===== config.mk =====
export PLATFORM = sky130hd
export DESIGN_NAME = number_to_display_text_unit
export DESIGN_NICKNAME = d
export VERILOG_FILES = /design/src/rtl/ntd_pkg.sv /design/src/rtl/ntd_front.sv /design/src/rtl/ntd_queue.sv /design/src/rtl/ntd_back.sv /design/src/rtl/number_to_display_text_unit.sv
export VERILOG_INCLUDE_DIRS = /design/src /design/src/rtl
export SDC_FILE = /design/constraint.sdc
export NUM_CORES = 1
export LEC_CHECK = 0
export ABC_AREA = 1
export BUFFER_PORTS_ARGS = -buffer_cell sky130_fd_sc_hd__buf_2
export CAP_MARGIN = 10
export CORE_ASPECT_RATIO = 1.1
export CORE_MARGIN = 1.5
export CORE_UTILIZATION = 35
export CTS_CLUSTER_DIAMETER = 40
export DETAILED_ROUTE_END_ITERATION = 10
export SLEW_MARGIN = 25
export SYNTH_ARGS = -nofsm -noshare
export SYNTH_HDL_FRONTEND = slang
export SYNTH_HIERARCHICAL = 1
export SYNTH_SLANG_ARGS = --single-unit

===== constraint.sdc =====
create_clock -name clock -period 4.75 [get_ports clock]
set_input_delay 0.95 -clock clock [delete_from_list [all_inputs] [get_ports clock]]
set_output_delay 0.95 -clock clock [all_outputs]
set_load 0.005 [all_outputs]

===== src/rtl/number_to_display_text_unit_defines.svh =====
// Assertion macros shared by the number-to-display-text RTL.
`ifndef NUMBER_TO_DISPLAY_TEXT_UNIT_DEFINES_SVH
`define NUMBER_TO_DISPLAY_TEXT_UNIT_DEFINES_SVH
`ifndef SYNTHESIS
// Condition implies consequence in the same cycle.
`define NTD_ASSERT_IMP(label, clk, rst, ante, cons) \
   label: assert property (@(posedge clk) disable iff (rst) (ante) |-> (cons)) \
      else $error("ntd same-cycle check failed");
// Condition implies consequence in the next cycle.
`define NTD_ASSERT_NXT(label, clk, rst, ante, cons) \
   label: assert property (@(posedge clk) disable iff (rst) (ante) |=> (cons)) \
      else $error("ntd next-cycle check failed");
`else
`define NTD_ASSERT_IMP(label, clk, rst, ante, cons)
`define NTD_ASSERT_NXT(label, clk, rst, ante, cons)
`endif
`endif


===== src/rtl/ntd_pkg.sv =====
// Types and constants for the number-to-display-text unit.
`timescale 1ns / 1ps
package ntd_pkg;

   localparam int VALUE_WIDTH = 32;
   localparam int CODE_WIDTH  = 8;
   localparam int BCD_DIGITS  = 10;
   localparam int BCD_WIDTH   = 4 * BCD_DIGITS;
   localparam int BYTE_BITS   = 8;

   // Format selector codes.
   localparam logic FUNC_DECIMAL = 1'b0;
   localparam logic FUNC_BINARY  = 1'b1;

   // Character and command codes.
   localparam logic [CODE_WIDTH-1:0] ASCII_ZERO  = 8'h30;
   localparam logic [CODE_WIDTH-1:0] ASCII_NINE  = 8'h39;
   localparam logic [CODE_WIDTH-1:0] ASCII_MINUS = 8'h2D;
   localparam logic [CODE_WIDTH-1:0] CMD_CLEAR   = 8'h01;

   typedef logic [CODE_WIDTH-1:0] code_type;

   // One classified word waiting for conversion.
   typedef struct packed {
      logic                   func;
      logic                   neg;
      logic [VALUE_WIDTH-1:0] mag;
   } job_type;

endpackage


===== src/rtl/ntd_front.sv =====
// Front end: accepts request words, classifies them and hands them to the queue.
`timescale 1ns / 1ps
module ntd_front (
   input  logic                            clock,
   input  logic                            reset,
   input  logic                            req_valid,
   output logic                            req_stall,
   input  logic                            req_func,
   input  logic signed [ntd_pkg::VALUE_WIDTH-1:0] req_value,
   output logic                            push_valid,
   output ntd_pkg::job_type                push_job,
   input  logic                            push_ready
);
   import ntd_pkg::*;

   logic    hold_valid_ff, hold_valid_in;
   job_type job_ff, job_in;
   logic    accept;
   logic    neg;
   logic [VALUE_WIDTH-1:0] raw;

   // The holding register frees up whenever the queue takes its word.
   assign req_stall = hold_valid_ff & ~push_ready;
   assign accept    = req_valid & ~req_stall;

   // Decimal words carry their sign and unsigned magnitude; binary words pass as is.
   always_comb begin
      raw        = VALUE_WIDTH'(req_value);
      neg        = (req_func == FUNC_DECIMAL) & raw[VALUE_WIDTH-1];
      job_in.func = req_func;
      job_in.neg  = neg;
      job_in.mag  = neg ? (VALUE_WIDTH'(0) - raw) : raw;
   end

   always_comb begin
      hold_valid_in = hold_valid_ff;
      if (accept) begin
         hold_valid_in = 1'b1;
      end else if (push_ready) begin
         hold_valid_in = 1'b0;
      end
   end

   always_ff @(posedge clock) begin
      if (reset) begin
         hold_valid_ff <= 1'b0;
      end else begin
         hold_valid_ff <= hold_valid_in;
      end
   end

   always_ff @(posedge clock) begin
      if (accept) begin
         job_ff <= job_in;
      end
   end

   assign push_valid = hold_valid_ff;
   assign push_job   = job_ff;

endmodule


===== src/rtl/ntd_queue.sv =====
// Short queue of classified words between the front and back ends.
`timescale 1ns / 1ps
module ntd_queue #(
   parameter int DEPTH = 2
) (
   input  logic             clock,
   input  logic             reset,
   input  logic             push_valid,
   output logic             push_ready,
   input  ntd_pkg::job_type push_job,
   output logic             pop_valid,
   input  logic             pop_ready,
   output ntd_pkg::job_type pop_job
);
   import ntd_pkg::*;

   localparam int PW = $clog2(DEPTH);
   localparam int CW = $clog2(DEPTH + 1);

   job_type       entries_ff [DEPTH];
   logic [PW-1:0] wr_ptr_ff, wr_ptr_in;
   logic [PW-1:0] rd_ptr_ff, rd_ptr_in;
   logic [CW-1:0] count_ff, count_in;
   logic          do_push, do_pop;

   assign push_ready = (count_ff != CW'(DEPTH));
   assign pop_valid  = (count_ff != CW'(0));
   assign do_push    = push_valid & push_ready;
   assign do_pop     = pop_valid & pop_ready;
   assign pop_job    = entries_ff[rd_ptr_ff];

   // Pointers wrap at the queue depth; the count tracks occupancy.
   always_comb begin
      wr_ptr_in = wr_ptr_ff;
      rd_ptr_in = rd_ptr_ff;
      count_in  = count_ff;
      if (do_push) begin
         wr_ptr_in = (wr_ptr_ff == PW'(DEPTH - 1)) ? PW'(0) : wr_ptr_ff + PW'(1);
      end
      if (do_pop) begin
         rd_ptr_in = (rd_ptr_ff == PW'(DEPTH - 1)) ? PW'(0) : rd_ptr_ff + PW'(1);
      end
      if (do_push & ~do_pop) begin
         count_in = count_ff + CW'(1);
      end else if (do_pop & ~do_push) begin
         count_in = count_ff - CW'(1);
      end
   end

   always_ff @(posedge clock) begin
      if (reset) begin
         wr_ptr_ff <= '0;
         rd_ptr_ff <= '0;
         count_ff  <= '0;
      end else begin
         wr_ptr_ff <= wr_ptr_in;
         rd_ptr_ff <= rd_ptr_in;
         count_ff  <= count_in;
      end
   end

   always_ff @(posedge clock) begin
      if (do_push) begin
         entries_ff[wr_ptr_ff] <= push_job;
      end
   end

endmodule


===== src/rtl/ntd_back.sv =====
// Back end: converts one word to digits and emits the display words serially.
`timescale 1ns / 1ps
module ntd_back (
   input  logic                               clock,
   input  logic                               reset,
   input  logic                               pop_valid,
   output logic                               pop_ready,
   input  ntd_pkg::job_type                   pop_job,
   output logic                               rsp_valid,
   input  logic                               rsp_stall,
   output logic [ntd_pkg::CODE_WIDTH-1:0]     rsp_code,
   output logic                               rsp_is_command,
   output logic                               rsp_last
);
   import ntd_pkg::*;

   localparam logic [1:0] ST_IDLE = 2'd0;
   localparam logic [1:0] ST_CONV = 2'd1;
   localparam logic [1:0] ST_SIZE = 2'd2;
   localparam logic [1:0] ST_EMIT = 2'd3;

   localparam int CNT_W = $clog2(VALUE_WIDTH);

   logic [1:0]             state_ff, state_in;
   logic [BCD_WIDTH-1:0]   data_ff, data_in;
   logic [VALUE_WIDTH-1:0] bin_ff, bin_in;
   logic [CNT_W-1:0]       cnt_ff, cnt_in;
   logic [3:0]             idx_ff, idx_in;
   logic                   pre_ff, pre_in;
   logic                   func_ff, func_in;

   logic                   out_valid_ff, out_valid_in;
   code_type               out_code_ff, out_code_in;
   logic                   out_cmd_ff, out_cmd_in;
   logic                   out_last_ff, out_last_in;

   logic                   out_free;
   logic [BCD_WIDTH-1:0]   adjusted;
   logic [3:0]             top_digit;
   logic [3:0]             cur_digit;
   logic [BYTE_BITS-1:0]   low_byte;
   logic                   cur_bit;

   assign out_free  = ~out_valid_ff | ~rsp_stall;
   assign pop_ready = (state_ff == ST_IDLE);

   // Double-dabble correction: every BCD digit of five or more gets three added.
   always_comb begin
      for (int i = 0; i < BCD_DIGITS; i++) begin
         adjusted[4*i +: 4] = (data_ff[4*i +: 4] >= 4'd5) ?
                              data_ff[4*i +: 4] + 4'd3 : data_ff[4*i +: 4];
      end
   end

   // Position of the most significant nonzero digit; zero leaves position 0.
   always_comb begin
      top_digit = 4'd0;
      for (int i = 0; i < BCD_DIGITS; i++) begin
         if (data_ff[4*i +: 4] != 4'd0) begin
            top_digit = 4'(i);
         end
      end
   end

   assign cur_digit = data_ff[{idx_ff, 2'b00} +: 4];
   assign low_byte  = data_ff[BYTE_BITS-1:0];
   assign cur_bit   = low_byte[idx_ff[2:0]];

   // Sequencer: load, convert and size (decimal words only), then emit one word per free output slot.
   always_comb begin
      state_in     = state_ff;
      data_in      = data_ff;
      bin_in       = bin_ff;
      cnt_in       = cnt_ff;
      idx_in       = idx_ff;
      pre_in       = pre_ff;
      func_in      = func_ff;
      out_valid_in = out_valid_ff & rsp_stall;
      out_code_in  = out_code_ff;
      out_cmd_in   = out_cmd_ff;
      out_last_in  = out_last_ff;
      case (state_ff)
         ST_IDLE: begin
            if (pop_valid) begin
               func_in = pop_job.func;
               if (pop_job.func == FUNC_BINARY) begin
                  data_in  = BCD_WIDTH'(pop_job.mag[BYTE_BITS-1:0]);
                  pre_in   = 1'b1;
                  idx_in   = 4'(BYTE_BITS - 1);
                  state_in = ST_EMIT;
               end else begin
                  data_in  = '0;
                  bin_in   = pop_job.mag;
                  cnt_in   = '0;
                  pre_in   = pop_job.neg;
                  state_in = ST_CONV;
               end
            end
         end
         ST_CONV: begin
            data_in = {adjusted[BCD_WIDTH-2:0], bin_ff[VALUE_WIDTH-1]};
            bin_in  = {bin_ff[VALUE_WIDTH-2:0], 1'b0};
            cnt_in  = cnt_ff + CNT_W'(1);
            if (cnt_ff == CNT_W'(VALUE_WIDTH - 1)) begin
               state_in = ST_SIZE;
            end
         end
         ST_SIZE: begin
            idx_in   = top_digit;
            state_in = ST_EMIT;
         end
         ST_EMIT: begin
            if (out_free) begin
               out_valid_in = 1'b1;
               if (pre_ff) begin
                  out_code_in = (func_ff == FUNC_BINARY) ? CMD_CLEAR : ASCII_MINUS;
                  out_cmd_in  = (func_ff == FUNC_BINARY);
                  out_last_in = 1'b0;
                  pre_in      = 1'b0;
               end else begin
                  out_code_in = (func_ff == FUNC_BINARY) ?
                                ASCII_ZERO + code_type'(cur_bit) :
                                ASCII_ZERO + code_type'(cur_digit);
                  out_cmd_in  = 1'b0;
                  out_last_in = (idx_ff == 4'd0);
                  if (idx_ff == 4'd0) begin
                     state_in = ST_IDLE;
                  end else begin
                     idx_in = idx_ff - 4'd1;
                  end
               end
            end
         end
         default: begin
            state_in = ST_IDLE;
         end
      endcase
   end

   always_ff @(posedge clock) begin
      if (reset) begin
         state_ff     <= ST_IDLE;
         out_valid_ff <= 1'b0;
      end else begin
         state_ff     <= state_in;
         out_valid_ff <= out_valid_in;
      end
   end

   always_ff @(posedge clock) begin
      data_ff     <= data_in;
      bin_ff      <= bin_in;
      cnt_ff      <= cnt_in;
      idx_ff      <= idx_in;
      pre_ff      <= pre_in;
      func_ff     <= func_in;
      out_code_ff <= out_code_in;
      out_cmd_ff  <= out_cmd_in;
      out_last_ff <= out_last_in;
   end

   assign rsp_valid      = out_valid_ff;
   assign rsp_code       = out_code_ff;
   assign rsp_is_command = out_cmd_ff;
   assign rsp_last       = out_last_ff;

endmodule


===== src/rtl/number_to_display_text_unit.sv =====
// Top level of the number-to-display-text unit.
// Each request word becomes a run of display words: in decimal mode an optional
// minus sign and the decimal digits without leading zeros, in binary mode a clear
// command and eight '0'/'1' characters of the low byte; the final word of each run
// has rsp_last set. A request is classified into the front end's holding register
// and then written into the queue; the back end loads a word when idle, and for
// decimal mode runs a shift-and-add-three conversion over all 32 value bits plus a
// sizing step, and finally emits the words one at a time while the output is not
// stalled (up to 11). The back end takes a new word only once it has emitted the
// last word of the previous one, which sets the sustained rate, and the queue lets
// new requests arrive while an earlier one is still being converted or drained.
`timescale 1ns / 1ps
`include "number_to_display_text_unit_defines.svh"
module number_to_display_text_unit #(
   parameter int QUEUE_DEPTH = 2
) (
   input  logic                                   clock,
   input  logic                                   reset,
   input  logic                                   req_valid,
   output logic                                   req_stall,
   input  logic                                   req_func,
   input  logic signed [ntd_pkg::VALUE_WIDTH-1:0] req_value,
   output logic                                   rsp_valid,
   input  logic                                   rsp_stall,
   output logic [ntd_pkg::CODE_WIDTH-1:0]         rsp_code,
   output logic                                   rsp_is_command,
   output logic                                   rsp_last
);
   import ntd_pkg::*;

   logic    push_valid, push_ready;
   job_type push_job;
   logic    pop_valid, pop_ready;
   job_type pop_job;

   // Request intake and classification.
   ntd_front u_front (
      .clock      (clock),
      .reset      (reset),
      .req_valid  (req_valid),
      .req_stall  (req_stall),
      .req_func   (req_func),
      .req_value  (req_value),
      .push_valid (push_valid),
      .push_job   (push_job),
      .push_ready (push_ready)
   );

   // Decoupling queue.
   ntd_queue #(
      .DEPTH (QUEUE_DEPTH)
   ) u_queue (
      .clock      (clock),
      .reset      (reset),
      .push_valid (push_valid),
      .push_ready (push_ready),
      .push_job   (push_job),
      .pop_valid  (pop_valid),
      .pop_ready  (pop_ready),
      .pop_job    (pop_job)
   );

   // Conversion and serial emission.
   ntd_back u_back (
      .clock          (clock),
      .reset          (reset),
      .pop_valid      (pop_valid),
      .pop_ready      (pop_ready),
      .pop_job        (pop_job),
      .rsp_valid      (rsp_valid),
      .rsp_stall      (rsp_stall),
      .rsp_code       (rsp_code),
      .rsp_is_command (rsp_is_command),
      .rsp_last       (rsp_last)
   );

   // A command word is always the clear command and never ends a run.
   `NTD_ASSERT_IMP(a_cmd_is_clear, clock, reset, rsp_valid && rsp_is_command, (rsp_code == CMD_CLEAR) && !rsp_last)
   // Data words are a minus sign or a decimal digit character.
   `NTD_ASSERT_IMP(a_data_charset, clock, reset, rsp_valid && !rsp_is_command, (rsp_code == ASCII_MINUS) || ((rsp_code >= ASCII_ZERO) && (rsp_code <= ASCII_NINE)))
   // A minus sign is always followed by at least one digit.
   `NTD_ASSERT_IMP(a_minus_not_last, clock, reset, rsp_valid && (rsp_code == ASCII_MINUS), !rsp_last && !rsp_is_command)
   // An accepted request is held by the front end in the following cycle.
   `NTD_ASSERT_NXT(a_front_holds, clock, reset, req_valid && !req_stall, push_valid)

endmodule


# After elaboration in Yosys (flattened, before gate mapping)
# Memory sizes are Yosys's and may differ from the RTL's. A register that Yosys moved wholly into a read port is not among the register bits.
# Cells that the tools add are included.
# totals
out_inout_bits	12
reg_bits	135
mem_bits_rw	68
inputBits	37
n_memories	1
# op_classes
magnitude_cmp	11
bitwise_logic	16
mux	63
shift	1
addsub	19
eq_ne	13
reduce_logical	24
# memory_table
memory	depth	width	rd	rd_ports_with_merged_regs	write_ports	line	text
u_queue.entries_ff	2	34	1	1	1	ntd_queue.sv:20	job_type entries_ff [DEPTH];
# ops
operator	count
2-to-1 mux 32 bit	3
2-to-1 mux 4 bit	22
case mux 40 bit (2 select lines)	1
case mux 32 bit (2 select lines)	1
>= comparator 4 x 3 -> 1 bit (second input constant)	10
2-to-1 mux 40 bit	1
variable part select 40 x 7 -> 4 bit	1
adder 4 x 2 -> 4 bit (second input constant)	9
nonzero test 4 bit	9
subtractor 1 x 32 -> 32 bit (first input constant)	1
2-to-1 mux 8 bit	3
2-to-1 mux 2 bit	8
2-to-1 mux 1 bit	15
case mux 4 bit (3 select lines)	1
2-to-1 mux 5 bit	2
!= test 2 x 1 -> 1 bit (second input constant)	5
case mux 5 bit (2 select lines)	1
nonzero test 2 bit	5
AND 1 bit	8
!= test 2 bit (second input constant)	4
case mux 2 bit (4 select lines)	1
adder 6 x 1 -> 7 bit (first input constant)	1
adder 6 x 4 -> 7 bit (first input constant)	1
NOT 1 bit	7
22 further kinds	27

# Logic depth before layout (Yosys ltp)
# depth
word_depth	11
mapped_depth	14
mapped_depth_nobuf	14

# Cells and area by module
# Netlist, hierarchy kept.
# by_module_without_submodules
module	instances	cells_each	seq_area_each_um2	area_each_um2
ntd_back	1	599	2792.7	5426.5
ntd_queue	1	143	2142.1	2847.7
ntd_front	1	275	1041.0	2159.6

# Least setup slack after synthesis
# OpenSTA, ideal clock, no wires.
# synth_timing
kind	reg2reg
startpoint	register u_back.state_ff[0]
endpoint	register u_back.bin_ff[0] (enable)
stages_incl_launch_ff	5
slack_ns	-0.478
arrival_ns	4.830
setup_ns	0.398
period_less_slack_ns	5.228
cell_sequence	dfxtp_1 inv_1 ha_1 o21ai_0 and2_1
# synth_between
elab_chain_cells	3
word_cells_on_any_way	6
cone_classes	3 x eq/ne; 3 x reduce/logical
# synth_lines
element	line	text
from (decl)	ntd_back.sv:24	logic [1:0] state_ff, state_in;
from (signal assigned)	ntd_back.sv:145	state_ff <= state_in;
logical NOT 2 bit (*)	-	
named net pop_ready	number_to_display_text_unit.sv:33	logic pop_valid, pop_ready;
!= test 2 bit (no source line) (tied with other cells)	-	
AND reduction 3 bit (no source line) (*)	-	
to (signal assigned)	ntd_back.sv:152	bin_ff <= bin_in;
to (decl)	ntd_back.sv:26	logic [VALUE_WIDTH-1:0] bin_ff, bin_in;
# Mark *: on every way through the listed nets, which the timed path passes. The rest lies on a longest branch.
# A chain may end at the register's enable or synchronous reset.

# Final worst setup path
# layout_timing
startpoint	register u_back.idx_ff[0]
endpoint	register u_back.idx_ff[3] (enable)
# layout_between
elab_chain_cells	3
# layout_lines
element	line	text
from (decl)	ntd_back.sv:28	logic [3:0] idx_ff, idx_in;
from (signal assigned)	ntd_back.sv:154	idx_ff <= idx_in;
logical NOT 4 bit	ntd_back.sv:126	if (idx_ff == 4'd0) begin
!= test 2 bit (no source line)	-	
AND reduction 6 bit (no source line)	-	
# No other way between the ends.

==> flow_summary.toml <==
[global_route]
antenna_found_initial = 0
gr-usage-all-layers_pct = 14.1
grt_pass1_wl_um = 34900
grt_max_degree = 70
grt_pass1_vias = 6954
overflow = 0

[final_layout]
diodes = 0
nNetsFinal = 1144
nFillCells = 2832
syn2layout_area_growth_pct = 15.6
post_route_cells_drive_above_1_share_pct = 17.4
multi_input_area_mm2 = 0.00382
seq_area_mm2 = 0.00598

[yosys]
synth_most_common_cell = "nand2_1"
synth.top_cell.area_share_pct = 55.5
yosys_warnings = 6
synth_area_leaders = "edfxtp_1, nand2_1, mux2_4"
syn_area_mm2 = 0.0104
synth.largest_area_cell = "edfxtp_1"
synthArstFlopShare_pct = 0
syn_inst = 1017
synth-main-ff-cell = "edfxtp_1"
ys_seq_elements = 202
synth_area_per_cell_um2 = 10.3
synth_cell_types = 50
synth_edf_count = 193
yosys-top-cells-count = "nand2_1, edfxtp_1, inv_1, nor2_1, o21ai_0"
seq_area_frac_synth_pct = 57.3

[sta]
skew_ns = 0.0306
period_minus_slack_ns = 2.39
rsz0062_at_grt = "no"
final-setup-viol-count = 0
tns_ns = 0
hold_ws_ns = 0.436
hold_viol = 0
worstMarginPinSlew_ns = 0.831
finalCritPeriodShare_pct = 50.4
slew_headroom_pct = 44.5
final-max-slew-violation-count = 0
fmaxAchievable_mhz = 418

[floorplanning]
die_h_um = 184
rows = 66
io_pins = 49
dieArea_mm2 = 0.0309
start_util_pct = 35.4
die_x_um = 168
core-area_mm2 = 0.0295

[critical_path]
cp-end-kind = "flip-flop"
worst-setup-path-type = "flip-flop to flip-flop"
rr_worst_depth = 6
worstPathMaxFanout = 21
required_ns = 4.87
crit_path_start_kind = "flip-flop"
cp.arrival_ns = 2.52

[cts]
tritoncts.num_buffers = 34
clock_insertion_delay_worst_skew_ns = 0.50
post_cts_buffers = 0
cts.sinks = 202
cts.repair.resized = 0
cts_max_path_buffers = 3
cts_hold_buf = 0
htree_levels = 2
clk_pin_slew_worst_paths_ns = 0.06
cts_tree = "yes"
root_buffer = "clkbuf_16"

[placement]
gp_congestion = 0.873
port_buffers = 46
post-dp-hpwl_um = 14400

[route]
ant_nets = 0
firstDrtPassIters = 5
vias = 7018
routed_wl_um = 20900
wl_per_cell_um = 14.2
drt_iter0_markers = 512
vias_per_cell = 4.75
remaining_drc_errors = 0

[power]
ir_worst_vdd_mv = 0.341
power-per-cell-area_mw_per_mm2 = 646
leakagePower_uw = 0.00489

[worst_hold_path]
min_path_cells = 0
hold_class = "flip-flop to flip-flop"

[job]
drv_cap = 0

[outcome]
status = "finished, final reports clean"
==> registers in the layout, indices dropped and copies added (netlist names), 2 cells and up, named ones only <==
name	count
u_back/cnt_ff	5
u_back/data_ff	40
u_back/idx_ff	4
u_queue/entries_ff	68
u_back/bin_ff	32
u_back/rsp_code	6
u_queue/count_ff	2
u_back/state_ff	2
u_front/push_job	34
==> cell usage in the layout (no fill, tap or decap), types with 3 or more instances in the layout <==
| cell type | instances |
|---|---|
| inv_2 | 4 |
| o2111a_1 | 7 |
| mux2_2 | 4 |
| dfxtp_1 | 8 |
| o32ai_1 | 3 |
| clkinv_2 | 5 |
| o21ai_2 | 4 |
| nand2_2 | 5 |
| clkinv_1 | 4 |
| o21ai_1 | 14 |
| nor2_4 | 8 |
| clkinv_4 | 3 |
| buf_2 | 46 |
| o211ai_1 | 5 |
| a21oi_1 | 50 |
| nor2_1 | 94 |
| inv_1 | 99 |
| xor2_1 | 14 |
| mux2_4 | 30 |
| o21ai_0 | 57 |
| ha_1 | 28 |
| xnor2_1 | 7 |
| clkbuf_16 | 35 |
| edfxtp_1 | 193 |
| inv_8 | 3 |
| inv_6 | 6 |
| buf_4 | 7 |
| or2_2 | 5 |
| nor2_2 | 10 |
| nand3_1 | 30 |
| nand2_1 | 278 |
| a21oi_2 | 4 |
==> power by group <==
group	internal, uW	switching, uW
Combinational	853	1530
Clock	1440	877
Sequential	2730	367
Total	5020	2770
==> cells by family (layout without fill, tap and decap cells) <==
| group | Yosys count | after routing | synth area share, % |
|---|---|---|---|
| DFF | 202 | 202 | 57.3 |
| buffers and inverters | 135 | 220 | 6.36 |
| and+or+nand+nor | 439 | 439 | 17.5 |
| other | 1 | 2 | 0.0359 |
| AOI/OAI and AO/OA | 156 | 156 | 8.87 |
| muxes | 34 | 34 | 4.75 |
| xor gates and xnor gates | 21 | 21 | 1.76 |
| adders and majority gates | 29 | 29 | 3.48 |
==> metrics by stage <==
stage / setup WS [ns] / power (uW) / instance area [um^2] / cells / utilization [%]
2_1_floorplan: 0.643 / 4960 / 10400 / 1018 / -
3_3_place_gp: 2.21 / 5460 / 10900 / 1415 / 37.1
3_5_place_dp: 2.13 / 5520 / 10900 / 1415 / 37.1
4_1_cts: 2.12 / 7870 / 12000 / 1476 / 40.9
5_1_grt: 2.14 / 8350 / 12100 / 1477 / 40.9
6_report: 2.36 / 7790 / 12100 / 1477 / 40.9
==> worst max-delay path, stage by stage (launching register included) <==
cell and delay (ns):
edfxtp_1 0.74, buf_8 0.24, inv_4 0.08, ha_1 0.22, nand2_1 0.11, o21ai_0 0.08
nor4_1 0.55
==> path summary, 6_finish.rpt <==
check	start	to	slack, ns
min reg2reg	u_front/push_job[24]$_DFFE_PP_	u_queue/entries_ff[1][24]$_DFFE_PP_	0.44
max reg2reg	u_back/idx_ff[0]$_DFFE_PP_	u_back/idx_ff[3]$_DFFE_PP_	2.36
max	u_back/idx_ff[0]$_DFFE_PP_	u_back/idx_ff[3]$_DFFE_PP_	2.36
min	u_front/push_job[24]$_DFFE_PP_	u_queue/entries_ff[1][24]$_DFFE_PP_	0.44
==> per-layer routing <==
metal / GRT usage [%] / part of all wire [%] / wire, um / vias up
met5: 0 / 0 / 0 / -
met4: 5.44 / 2.8 / 581 / 0
met3: 2.88 / 4.6 / 952 / 39
met2: 24.6 / 48 / 9940 / 155
met1: 17.3 / 45 / 9430 / 3261
li1: - / - / - / 3563
==> final cells by class <==
| cell class | instances | area share, % |
|---|---|---|
| repair buffers | 54 | 2.47 |
| well taps | 374 | 3.88 |
| clock inverters | 23 | 1.64 |
| multi-input cells | 681 | 31.7 |
| clock buffers | 38 | 7.44 |
| inverters | 105 | 3.33 |
| flip-flops and latches | 202 | 49.6 |
(Power assumes the default switching activity.)
